--- src/sv/rar_pkg.sv ---
`timescale 1ns / 1ps

package rar_pkg;

	// defaults for the top level parameters
	localparam int RX_COUNT_LIMIT_DEF = 2048;
	localparam int PERIOD_LOG2_DEF    = 6;

	// trigger queue between front and back
	localparam int QUEUE_DEPTH = 4;

	// advertisement layout
	localparam int ADV_WORDS = 55;
	localparam int IDX_W     = 6;

	// trigger kinds
	localparam logic KIND_SOLICIT  = 1'b0;
	localparam logic KIND_PERIODIC = 1'b1;

	// input word codes
	localparam logic CMD_BYTE = 1'b0;
	localparam logic CMD_TICK = 1'b1;

	// configuration register indexes
	localparam int          CFG_IDX_W  = 2;
	localparam logic [1:0] CFG_MAC    = 2'd0;
	localparam logic [1:0] CFG_PREFIX = 2'd1;

	localparam logic [47:0] MAC_RESET    = 48'h0600_0000_0000;
	localparam logic [63:0] PREFIX_RESET = 64'h0;

	// checksum contribution of all fixed words of pseudo-header and ICMPv6 body
	localparam int          CSUM_W    = 21;
	localparam logic [CSUM_W-1:0] CSUM_BASE = CSUM_W'(
		32'hfe80 + 32'hff02 + 32'h0001 + 32'h0038 + 32'h003a +
		32'h8600 + 32'h4000 + 32'h012c + 32'h0078 + 32'h0304 +
		32'h40c0 + 32'h012c + 32'h00b4 + 32'h0101);
	// variable checksum words: interface id (4), prefix (4), MAC (3)
	localparam int CSUM_VAR_WORDS = 11;

	typedef struct packed {
		logic       cmd;
		logic [7:0] rx_byte;
		logic       frame_end;
	} in_t;

	typedef struct packed {
		logic [15:0] tx_word;
		logic        tx_last;
		logic        trigger_kind;
	} out_t;

	typedef struct packed {
		logic empty;
		logic full;
	} q_status_t;

	typedef enum logic {
		ST_IDLE,
		ST_EMIT
	} back_state_t;

endpackage

--- src/sv/rar_queue.sv ---
`timescale 1ns / 1ps

module rar_queue #(
	parameter int DEPTH = rar_pkg::QUEUE_DEPTH
) (
	input  logic                clk,
	input  logic                arst_n,
	input  logic                push,
	input  logic                push_kind,
	input  logic                pop,
	output logic                head_kind,
	output rar_pkg::q_status_t  status
);

	localparam int PTR_W = (DEPTH > 1) ? $clog2(DEPTH) : 1;
	localparam int CNT_W = $clog2(DEPTH + 1);

	logic [DEPTH-1:0] kind_q;
	logic [PTR_W-1:0] wr_ptr_q;
	logic [PTR_W-1:0] rd_ptr_q;
	logic [CNT_W-1:0] count_q;

	assign status.empty = (count_q == '0);
	assign status.full  = (count_q == CNT_W'(DEPTH));
	assign head_kind    = kind_q[rd_ptr_q];

	// entry storage
	always_ff @(posedge clk) begin
		if (push)
			kind_q[wr_ptr_q] <= push_kind;
	end

	// pointers and fill count
	always_ff @(posedge clk or negedge arst_n) begin
		if (!arst_n) begin
			wr_ptr_q <= '0;
			rd_ptr_q <= '0;
			count_q  <= '0;
		end else begin
			if (push)
				wr_ptr_q <= (wr_ptr_q == PTR_W'(DEPTH - 1)) ? '0 : wr_ptr_q + 1'b1;
			if (pop)
				rd_ptr_q <= (rd_ptr_q == PTR_W'(DEPTH - 1)) ? '0 : rd_ptr_q + 1'b1;
			if (push && !pop)
				count_q <= count_q + 1'b1;
			else if (pop && !push)
				count_q <= count_q - 1'b1;
		end
	end

	a_no_overflow: assert property (@(posedge clk) disable iff (!arst_n)
		!(push && status.full && !pop))
		else $error("trigger queue overflow");

	a_no_underflow: assert property (@(posedge clk) disable iff (!arst_n)
		!(pop && status.empty))
		else $error("trigger queue underflow");

endmodule

--- src/sv/rar_front.sv ---
`timescale 1ns / 1ps

module rar_front #(
	parameter int RX_COUNT_LIMIT = rar_pkg::RX_COUNT_LIMIT_DEF,
	parameter int PERIOD_LOG2    = rar_pkg::PERIOD_LOG2_DEF
) (
	input  logic         clk,
	input  logic         arst_n,
	input  logic         accept,
	input  rar_pkg::in_t item,
	output logic         push,
	output logic         push_kind
);

	localparam int CNT_W = $clog2(RX_COUNT_LIMIT + 1);

	// byte positions inside the received frame
	localparam logic [CNT_W-1:0] POS_ETYPE_HI = CNT_W'(12);
	localparam logic [CNT_W-1:0] POS_ETYPE_LO = CNT_W'(13);
	localparam logic [CNT_W-1:0] POS_DST_FIRST = CNT_W'(38);
	localparam logic [CNT_W-1:0] POS_DST_SECOND = CNT_W'(39);
	localparam logic [CNT_W-1:0] POS_DST_LAST = CNT_W'(53);
	localparam logic [CNT_W-1:0] POS_ICMP_TYPE = CNT_W'(54);
	localparam logic [CNT_W-1:0] MIN_LEN = CNT_W'(54);
	localparam logic [CNT_W-1:0] CNT_LIMIT = CNT_W'(RX_COUNT_LIMIT);

	logic [CNT_W-1:0]       byte_count_q;
	logic                   etype_q;
	logic                   dest_q;
	logic                   solicit_q;
	logic [PERIOD_LOG2-1:0] window_q;
	logic                   first_tick_q;

	logic [CNT_W-1:0]       count_nxt;
	logic                   etype_nxt;
	logic                   dest_nxt;
	logic                   solicit_nxt;
	logic [PERIOD_LOG2-1:0] window_nxt;
	logic [7:0]             dest_exp;
	logic                   is_byte;
	logic                   is_tick;
	logic                   hit;
	logic                   fire;

	assign is_byte = accept && (item.cmd == rar_pkg::CMD_BYTE);
	assign is_tick = accept && (item.cmd == rar_pkg::CMD_TICK);

	// expected byte of ff02::2
	always_comb begin
		priority if (byte_count_q == POS_DST_FIRST)
			dest_exp = 8'hff;
		else if (byte_count_q == POS_DST_SECOND || byte_count_q == POS_DST_LAST)
			dest_exp = 8'h02;
		else
			dest_exp = 8'h00;
	end

	// frame classification, one byte per word
	always_comb begin
		count_nxt   = byte_count_q;
		etype_nxt   = etype_q;
		dest_nxt    = dest_q;
		solicit_nxt = solicit_q;
		if (byte_count_q < CNT_LIMIT) begin
			priority if (byte_count_q == POS_ETYPE_HI)
				etype_nxt = (item.rx_byte == 8'h86);
			else if (byte_count_q == POS_ETYPE_LO)
				etype_nxt = etype_q && (item.rx_byte == 8'hdd);
			else if (byte_count_q == POS_DST_FIRST)
				dest_nxt = (item.rx_byte == dest_exp);
			else if (byte_count_q > POS_DST_FIRST && byte_count_q < POS_ICMP_TYPE)
				dest_nxt = dest_q && (item.rx_byte == dest_exp);
			else if (byte_count_q == POS_ICMP_TYPE)
				solicit_nxt = (item.rx_byte == 8'h85);
			count_nxt = byte_count_q + 1'b1;
		end
	end

	assign hit = (count_nxt > MIN_LEN) && etype_nxt && dest_nxt && solicit_nxt;

	// periodic window
	assign window_nxt = window_q + 1'b1;
	assign fire       = first_tick_q || (window_nxt == '0);

	assign push      = (is_tick && fire) || (is_byte && item.frame_end && hit);
	assign push_kind = is_tick ? rar_pkg::KIND_PERIODIC : rar_pkg::KIND_SOLICIT;

	always_ff @(posedge clk or negedge arst_n) begin
		if (!arst_n) begin
			byte_count_q <= '0;
			etype_q      <= 1'b0;
			dest_q       <= 1'b0;
			solicit_q    <= 1'b0;
			window_q     <= '0;
			first_tick_q <= 1'b1;
		end else begin
			if (is_tick) begin
				window_q     <= window_nxt;
				first_tick_q <= 1'b0;
			end
			if (is_byte) begin
				if (item.frame_end) begin
					byte_count_q <= '0;
					etype_q      <= 1'b0;
					dest_q       <= 1'b0;
					solicit_q    <= 1'b0;
				end else begin
					byte_count_q <= count_nxt;
					etype_q      <= etype_nxt;
					dest_q       <= dest_nxt;
					solicit_q    <= solicit_nxt;
				end
			end
		end
	end

endmodule

--- src/sv/rar_back.sv ---
`timescale 1ns / 1ps

module rar_back (
	input  logic               clk,
	input  logic               arst_n,
	input  logic [47:0]        mac_addr,
	input  logic [63:0]        prefix_hi,
	input  rar_pkg::q_status_t q_status,
	input  logic               head_kind,
	output logic               pop,
	output logic               out_valid,
	input  logic               out_ready,
	output rar_pkg::out_t      out_data
);

	localparam logic [rar_pkg::IDX_W-1:0] LAST_IDX  = rar_pkg::IDX_W'(rar_pkg::ADV_WORDS - 1);
	localparam logic [rar_pkg::IDX_W-1:0] FOLD_IDX  = rar_pkg::IDX_W'(rar_pkg::CSUM_VAR_WORDS);
	localparam logic [rar_pkg::IDX_W-1:0] CSUM_IDX  = rar_pkg::IDX_W'(28);

	rar_pkg::back_state_t state_q, state_nxt;

	logic [rar_pkg::IDX_W-1:0]  idx_q;
	logic                       kind_q;
	logic [rar_pkg::CSUM_W-1:0] acc_q;
	logic [15:0]                csum_q;
	logic                       out_valid_q;
	rar_pkg::out_t              out_q;

	logic        load;
	logic [15:0] word;
	logic [15:0] var_word;
	logic [16:0] fold1;
	logic [16:0] fold2;
	logic [7:0]  eui0;

	assign eui0 = mac_addr[47:40] ^ 8'h02;

	// control
	always_comb begin
		state_nxt = state_q;
		pop       = 1'b0;
		load      = 1'b0;
		unique case (state_q)
			rar_pkg::ST_IDLE: begin
				if (!q_status.empty) begin
					pop       = 1'b1;
					state_nxt = rar_pkg::ST_EMIT;
				end
			end
			rar_pkg::ST_EMIT: begin
				load = !out_valid_q || out_ready;
				if (load && idx_q == LAST_IDX)
					state_nxt = rar_pkg::ST_IDLE;
			end
			default: state_nxt = rar_pkg::ST_IDLE;
		endcase
	end

	// frame word at the current index
	always_comb begin
		unique case (idx_q)
			6'd0:    word = 16'h3333;
			6'd2:    word = 16'h0001;
			6'd3:    word = mac_addr[47:32];
			6'd4:    word = mac_addr[31:16];
			6'd5:    word = mac_addr[15:0];
			6'd6:    word = 16'h86dd;
			6'd7:    word = 16'h6000;
			6'd9:    word = 16'h0038;
			6'd10:   word = 16'h3aff;
			6'd11:   word = 16'hfe80;
			6'd15:   word = {eui0, mac_addr[39:32]};
			6'd16:   word = {mac_addr[31:24], 8'hff};
			6'd17:   word = {8'hfe, mac_addr[23:16]};
			6'd18:   word = mac_addr[15:0];
			6'd19:   word = 16'hff02;
			6'd26:   word = 16'h0001;
			6'd27:   word = 16'h8600;
			6'd28:   word = csum_q;
			6'd29:   word = 16'h4000;
			6'd30:   word = 16'h012c;
			6'd34:   word = 16'h0078;
			6'd35:   word = 16'h0304;
			6'd36:   word = 16'h40c0;
			6'd38:   word = 16'h012c;
			6'd40:   word = 16'h00b4;
			6'd43:   word = prefix_hi[63:48];
			6'd44:   word = prefix_hi[47:32];
			6'd45:   word = prefix_hi[31:16];
			6'd46:   word = prefix_hi[15:0];
			6'd51:   word = 16'h0101;
			6'd52:   word = mac_addr[47:32];
			6'd53:   word = mac_addr[31:16];
			6'd54:   word = mac_addr[15:0];
			default: word = 16'h0000;
		endcase
	end

	// variable checksum words, one per emitted word while idx < 11
	always_comb begin
		unique case (idx_q[3:0])
			4'd0:    var_word = {eui0, mac_addr[39:32]};
			4'd1:    var_word = {mac_addr[31:24], 8'hff};
			4'd2:    var_word = {8'hfe, mac_addr[23:16]};
			4'd3:    var_word = mac_addr[15:0];
			4'd4:    var_word = prefix_hi[63:48];
			4'd5:    var_word = prefix_hi[47:32];
			4'd6:    var_word = prefix_hi[31:16];
			4'd7:    var_word = prefix_hi[15:0];
			4'd8:    var_word = mac_addr[47:32];
			4'd9:    var_word = mac_addr[31:16];
			4'd10:   var_word = mac_addr[15:0];
			default: var_word = 16'h0000;
		endcase
	end

	// end-around carry fold, two passes are enough for the accumulator width
	assign fold1 = {1'b0, acc_q[15:0]} + 17'(acc_q[rar_pkg::CSUM_W-1:16]);
	assign fold2 = {1'b0, fold1[15:0]} + 17'(fold1[16]);

	always_ff @(posedge clk or negedge arst_n) begin
		if (!arst_n) begin
			state_q     <= rar_pkg::ST_IDLE;
			idx_q       <= '0;
			out_valid_q <= 1'b0;
		end else begin
			state_q <= state_nxt;
			if (load) begin
				out_valid_q <= 1'b1;
				idx_q       <= (idx_q == LAST_IDX) ? '0 : idx_q + 1'b1;
			end else if (out_ready) begin
				out_valid_q <= 1'b0;
			end
		end
	end

	// payload registers
	always_ff @(posedge clk) begin
		if (pop)
			kind_q <= head_kind;
		if (load) begin
			out_q.tx_word      <= word;
			out_q.tx_last      <= (idx_q == LAST_IDX);
			out_q.trigger_kind <= kind_q;
			if (idx_q == '0)
				acc_q <= rar_pkg::CSUM_BASE + rar_pkg::CSUM_W'(var_word);
			else if (idx_q < FOLD_IDX)
				acc_q <= acc_q + rar_pkg::CSUM_W'(var_word);
			if (idx_q == FOLD_IDX)
				csum_q <= ~fold2[15:0];
		end
	end

	assign out_valid = out_valid_q;
	assign out_data  = out_q;

	a_idle_idx: assert property (@(posedge clk) disable iff (!arst_n)
		state_q == rar_pkg::ST_IDLE |-> idx_q == '0)
		else $error("word index not at zero while idle");

	a_idx_range: assert property (@(posedge clk) disable iff (!arst_n)
		idx_q <= LAST_IDX)
		else $error("word index beyond frame");

	a_csum_before_use: assert property (@(posedge clk) disable iff (!arst_n)
		load && idx_q == CSUM_IDX |-> $past(idx_q) >= FOLD_IDX)
		else $error("checksum word emitted before fold");

endmodule

--- src/sv/ipv6_router_advert_responder_unit.sv ---
`timescale 1ns / 1ps
// An accepted triggering byte or tick passes the queue, back-end state and output register
// before the first word is valid; the 55 words follow one per cycle while out_ready is high.
// Throughput: one input word per cycle while the 4-entry trigger queue has room; the back end
// sends one burst of 55 words per trigger and goes back to its idle state between bursts.
// Reset (arst_n low) clears frame tracking, tick window, queue and output; no clearing pass.

module ipv6_router_advert_responder_unit #(
	parameter int RX_COUNT_LIMIT = rar_pkg::RX_COUNT_LIMIT_DEF,
	parameter int PERIOD_LOG2    = rar_pkg::PERIOD_LOG2_DEF
) (
	input  logic                          clk,
	input  logic                          arst_n,
	input  logic                          in_valid,
	output logic                          in_ready,
	input  rar_pkg::in_t                  in_data,
	output logic                          out_valid,
	input  logic                          out_ready,
	output rar_pkg::out_t                 out_data,
	input  logic                          cfg_valid,
	output logic                          cfg_ready,
	input  logic [rar_pkg::CFG_IDX_W-1:0] cfg_index,
	input  logic [63:0]                   cfg_data
);

	logic [47:0]        mac_q;
	logic [63:0]        prefix_q;
	rar_pkg::q_status_t q_status;
	logic               push;
	logic               push_kind;
	logic               pop;
	logic               head_kind;
	logic               in_accept;

	assign in_ready  = !q_status.full;
	assign in_accept = in_valid && in_ready;
	assign cfg_ready = 1'b1;

	// configuration registers
	always_ff @(posedge clk or negedge arst_n) begin
		if (!arst_n) begin
			mac_q    <= rar_pkg::MAC_RESET;
			prefix_q <= rar_pkg::PREFIX_RESET;
		end else if (cfg_valid) begin
			if (cfg_index == rar_pkg::CFG_MAC)
				mac_q <= cfg_data[47:0];
			else if (cfg_index == rar_pkg::CFG_PREFIX)
				prefix_q <= cfg_data;
		end
	end

	rar_front #(
		.RX_COUNT_LIMIT (RX_COUNT_LIMIT),
		.PERIOD_LOG2    (PERIOD_LOG2)
	) u_front (
		.clk       (clk),
		.arst_n    (arst_n),
		.accept    (in_accept),
		.item      (in_data),
		.push      (push),
		.push_kind (push_kind)
	);

	rar_queue #(
		.DEPTH (rar_pkg::QUEUE_DEPTH)
	) u_queue (
		.clk       (clk),
		.arst_n    (arst_n),
		.push      (push),
		.push_kind (push_kind),
		.pop       (pop),
		.head_kind (head_kind),
		.status    (q_status)
	);

	rar_back u_back (
		.clk       (clk),
		.arst_n    (arst_n),
		.mac_addr  (mac_q),
		.prefix_hi (prefix_q),
		.q_status  (q_status),
		.head_kind (head_kind),
		.pop       (pop),
		.out_valid (out_valid),
		.out_ready (out_ready),
		.out_data  (out_data)
	);

endmodule

--- config.mk ---
export PLATFORM = sky130hd
export DESIGN_NAME = ipv6_router_advert_responder_unit
export DESIGN_NICKNAME = d
export VERILOG_FILES = /design/src/sv/rar_pkg.sv /design/src/sv/rar_queue.sv /design/src/sv/rar_front.sv /design/src/sv/rar_back.sv /design/src/sv/ipv6_router_advert_responder_unit.sv
export SDC_FILE = /design/constraint.sdc
export NUM_CORES = 1
export LEC_CHECK = 0
export ABC_AREA = 0
export BUFFER_PORTS_ARGS = -buffer_cell sky130_fd_sc_hd__buf_2
export CELL_PAD_IN_SITES_DETAIL_PLACEMENT = 1
export CELL_PAD_IN_SITES_GLOBAL_PLACEMENT = 1
export CORE_ASPECT_RATIO = 1.2
export CORE_MARGIN = 2
export CORE_UTILIZATION = 48
export DETAILED_ROUTE_END_ITERATION = 8
export PLACE_DENSITY_LB_ADDON = 0.1
export SLEW_MARGIN = 10
export SYNTH_ARGS = -nofsm -noshare
export SYNTH_HDL_FRONTEND = slang
export SYNTH_SLANG_ARGS = --single-unit
export TNS_END_PERCENT = 1
--- constraint.sdc ---
create_clock -name clk -period 5.3 [get_ports clk]
set_input_delay 0.265 -clock clk [delete_from_list [all_inputs] [get_ports clk]]
set_output_delay 0.265 -clock clk [all_outputs]
set_load 0.01 [all_outputs]
==> reports/qor.txt <==
Max Cap Viol: 0
Critical path fanouts, max: 10
Crit path capture type: register
Via count: 11093
Highest Clock Rate: 0.208 GHz
Outcome: finished, final reports clean
RSZ-0062 raised after global routing: no
Clock power frac: 19.6%
Slew @ Worst Pin: 1330 ps
I/O pins: 102
Postcts setup bufs: 0
Gr ovfl total: 0
Switching share of power: 42.8%
DR WL/cell: 24.4 µm
Pwr dens: 607 nW/µm²
Crit path max-delay family: compound AO/OA/AOI/OAI gates
CP required: 5570 ps
Critical path's slowest cell: mux2i_2
Clock skew: 14.1 ps
Tot GR Track Use: 30.2%
FP Rows: 65
Max Root-Sink Buffers: 3
Core Box Area: 26400 µm²
Combinational power share: 50.0%
Final-report setup violation count: 0
Max-slew violation count: 0
Leakage power: 0.00626 µW
Worst Hold Path Cells: 2
Post-CTS sizing: 0
Syn Inst Count: 1255
Seq/Total Area, Yosys: 42.7%
Final Hold Slack: 7.55 ps
Die area: 28400 µm²
Final Hold Vio Count: 0
Avg Inst Size Synth: 10.3 µm²
Reg-to-reg slack, setup: 500 ps
YS warnings: 0
Fillers: 2864
Fraction of layout cells with a size suffix above 1: 23.2%
DR pass1 iterations: 7
Cell Chain, Critical Path: inv_1 -> ha_1 -> mux2i_2 -> nor3b_1 -> a2111oi_4 -> inv_1 -> ha_1 -> and3_1 -> a221oi_1 -> a21boi_0 -> a311oi_1 -> xnor2_1 -> a211oi_1 -> nand2_1
Antenna viol nets, final: 0
Gpl congestion: 0.921
DR vias/cell: 6.36
Post-Route WL: 42600 µm
Die Width: 154 µm
Relative slew slack: 11.0%
VDD IR max: 0.000439 V
Synth area leader: dfrtp_1
Clock Latency Late Sink: 530 ps
Worst Path Buf+Inv: 2
Count of buffers from port buffering: 100
CTS Buf Count: 24
Net switching power: 3950 µW
Post-synth EDFFs: 60
Post-route insts no fill: 1743
Cells after DPL: 1639
Hold endpoint: prefix_q[6]
Reg power frac: 30.4%
Synth cell types: 97
Mapped Nets: 1379
HP Class: input pin to register
Mapped cell area: 13000 µm²
Nets: 1514
Max incr delay on CP: 570 ps
Root Driver: clkbuf_16
Final setup TNS: 0 ps
Initial DRC count: 850
Async set or reset register ratio after synthesis: 71.3%
Worst Hold Launch: cfg_data[6]
Die height: 184 µm
R2R Path End: u_back.acc_q[13]
Period utilization: 90.6%
Diodes inserted: 0
Crit Path Class: register to register
CTS tree: yes
Multi-input gate area: 6960 µm²
Global-route wire length before repair: 66800 µm
Placed wire-length estimate: 29900 µm
Yosys top cell area share: 28.2%
Worst reg2reg path startpoint: u_back.idx_q[0]
Antenna violations before repair: 0
Clock Sinks: 209
Ranking of synthesized cells by area: dfrtp_1 28%, edfxtp_1 14%, mux2_2 10%, ha_1 3.9%, a21oi_1 2.9%
R2r worst-path depth: 14
Yosys reg bits: 209
Vias in the first global route: 11594
Int Pwr: 5270 µW
Largest net degree at the start of global routing: 83
Initial Util: 49.1%
Register area: 5540 µm²
Critical path arrival: 5070 ps
H-tree Lvls: 1
Layout area overhead: 17.2%
Final Critical Period: 4800 ps
Detailed-route DRC error count: 0
Clk slew on worst S/H paths: 70 ps
Most used flip-flop cell after synthesis: dfrtp_1
Crit path launch type: register
[what timing repair did]
| action | 4_1_cts | 5_1_grt |
|---|---|---|
| setup endpoints to repair | 0 | 0 |
| hold endpoints to repair | 173 | 0 |
| hold buffers | 60 | 0 |
[layer usage]
metal  global-route usage (%)  routed length (µm)  share of wire (%)  vias to the layer above
li1                         -                   -                  -                     4986
met1                     39.1               17600                 41                     5560
met2                     50.2               20300                 48                      421
met3                     4.60                2730                6.4                      126
met4                     13.8                2040                4.8                        0
met5                        0                   0                  0                        -
[cell type report]
cell class	count	area share (%)
clock buffer	29	4.42
clock inverter	15	1.19
inverter	39	0.963
multi-input combinational	932	45.8
sequential	209	36.4
tap	335	2.76
timing repair buffer	184	8.47
[sequential cells by signal, indices dropped and copies added, names as in the netlist]
name / cells
u_back.out_data: 18
u_back.acc_q: 21
mac_q: 48
u_front.window_q: 6
u_back.state_q: 1
u_back.kind_q: 1
u_queue.wr_ptr_q: 2
u_back.csum_q: 16
prefix_q: 64
u_front.dest_q: 1
u_front.first_tick_q: 1
u_back.out_valid: 1
u_queue.kind_q: 4
u_front.etype_q: 1
u_front.byte_count_q: 12
u_front.solicit_q: 1
u_back.idx_q: 6
u_queue.count_q: 3
u_queue.rd_ptr_q: 2
[worst max path at each step]
| stage | from | endpoint | slack (ps) | cells after the start |
|---|---|---|---|---|
| floorplan | u_back.idx_q[2] | u_back.acc_q[0] | 1170 | 7 |
| global placement | u_back.idx_q[0] | u_back.acc_q[13] | 800 | 14 |
| detailed placement | u_back.idx_q[0] | u_back.acc_q[13] | 590 | 14 |
| CTS | u_back.idx_q[0] | u_back.acc_q[13] | 580 | 14 |
| global route | u_back.idx_q[0] | u_back.acc_q[13] | 70 | 14 |
| finish | u_back.idx_q[0] | u_back.acc_q[13] | 500 | 14 |
[through the flow]
step | total power, µW | area [µm²] | util (%) | setup slack, ps
after global routing | 9840 | 15200 | 57.5 | 70.5
after detailed placement | 7320 | 13700 | 52.0 | 587
after CTS | 9200 | 15200 | 57.5 | 575
final | 9230 | 15200 | 57.5 | 497
after global placement | 7190 | 13700 | 52.0 | 803
after floorplan | 5990 | 13000 | - | 1170
[layout by cell type (no fill, tap or decap), drive strengths merged, types with 40 or more instances in the layout]
cell,instances
mux2,118
edfxtp,60
inv,41
a21oi,78
nor2,64
nand2,102
ha,40
buf,124
o21ai,52
dlygate4sd3,60
dfrtp,146
a22oi,43
[cell usage after synthesis (all sizes together) (5+ instances only)]
cell,instances
dfrtp,146
mux2,118
nand2,102
a21oi,78
nor2,64
edfxtp,60
o21ai,52
a22oi,43
clkbuf,41
ha,40
inv,38
xnor2,36
buf,34
nand3,33
nor3,28
nand4,24
and3,19
nand2b,19
o22ai,18
xor2,18
nor2b,17
a222oi,15
mux2i,14
a21o,13
a221oi,13
and2,13
nor3b,12
a31oi,11
a2111oi,10
a211oi,10
a221o,9
a22o,6
or2,6
or3,6
o21a,5
[logic make-up after synthesis]
logic type                 share of synthesized area, %
and+or+nand+nor                                    15.6
AOI/OAI and AO/OA                                  18.3
DFF                                                42.7
muxes                                              11.6
buffers and inverters                              3.89
xor gates and xnor gates                           3.65
adders and majority gates                          4.32
other                                            0.0289
[power groups by stage]
stage	Clock (µW)	Sequential [µW]	Combinational, µW
after global routing	1890	2860	5080
after CTS	1840	2790	4580
final	1810	2800	4610
after global placement	0	2800	4390
after detailed placement	0	2810	4510
after floorplan	0	2570	3420
Note: power is estimated with default switching activity, not from simulation.
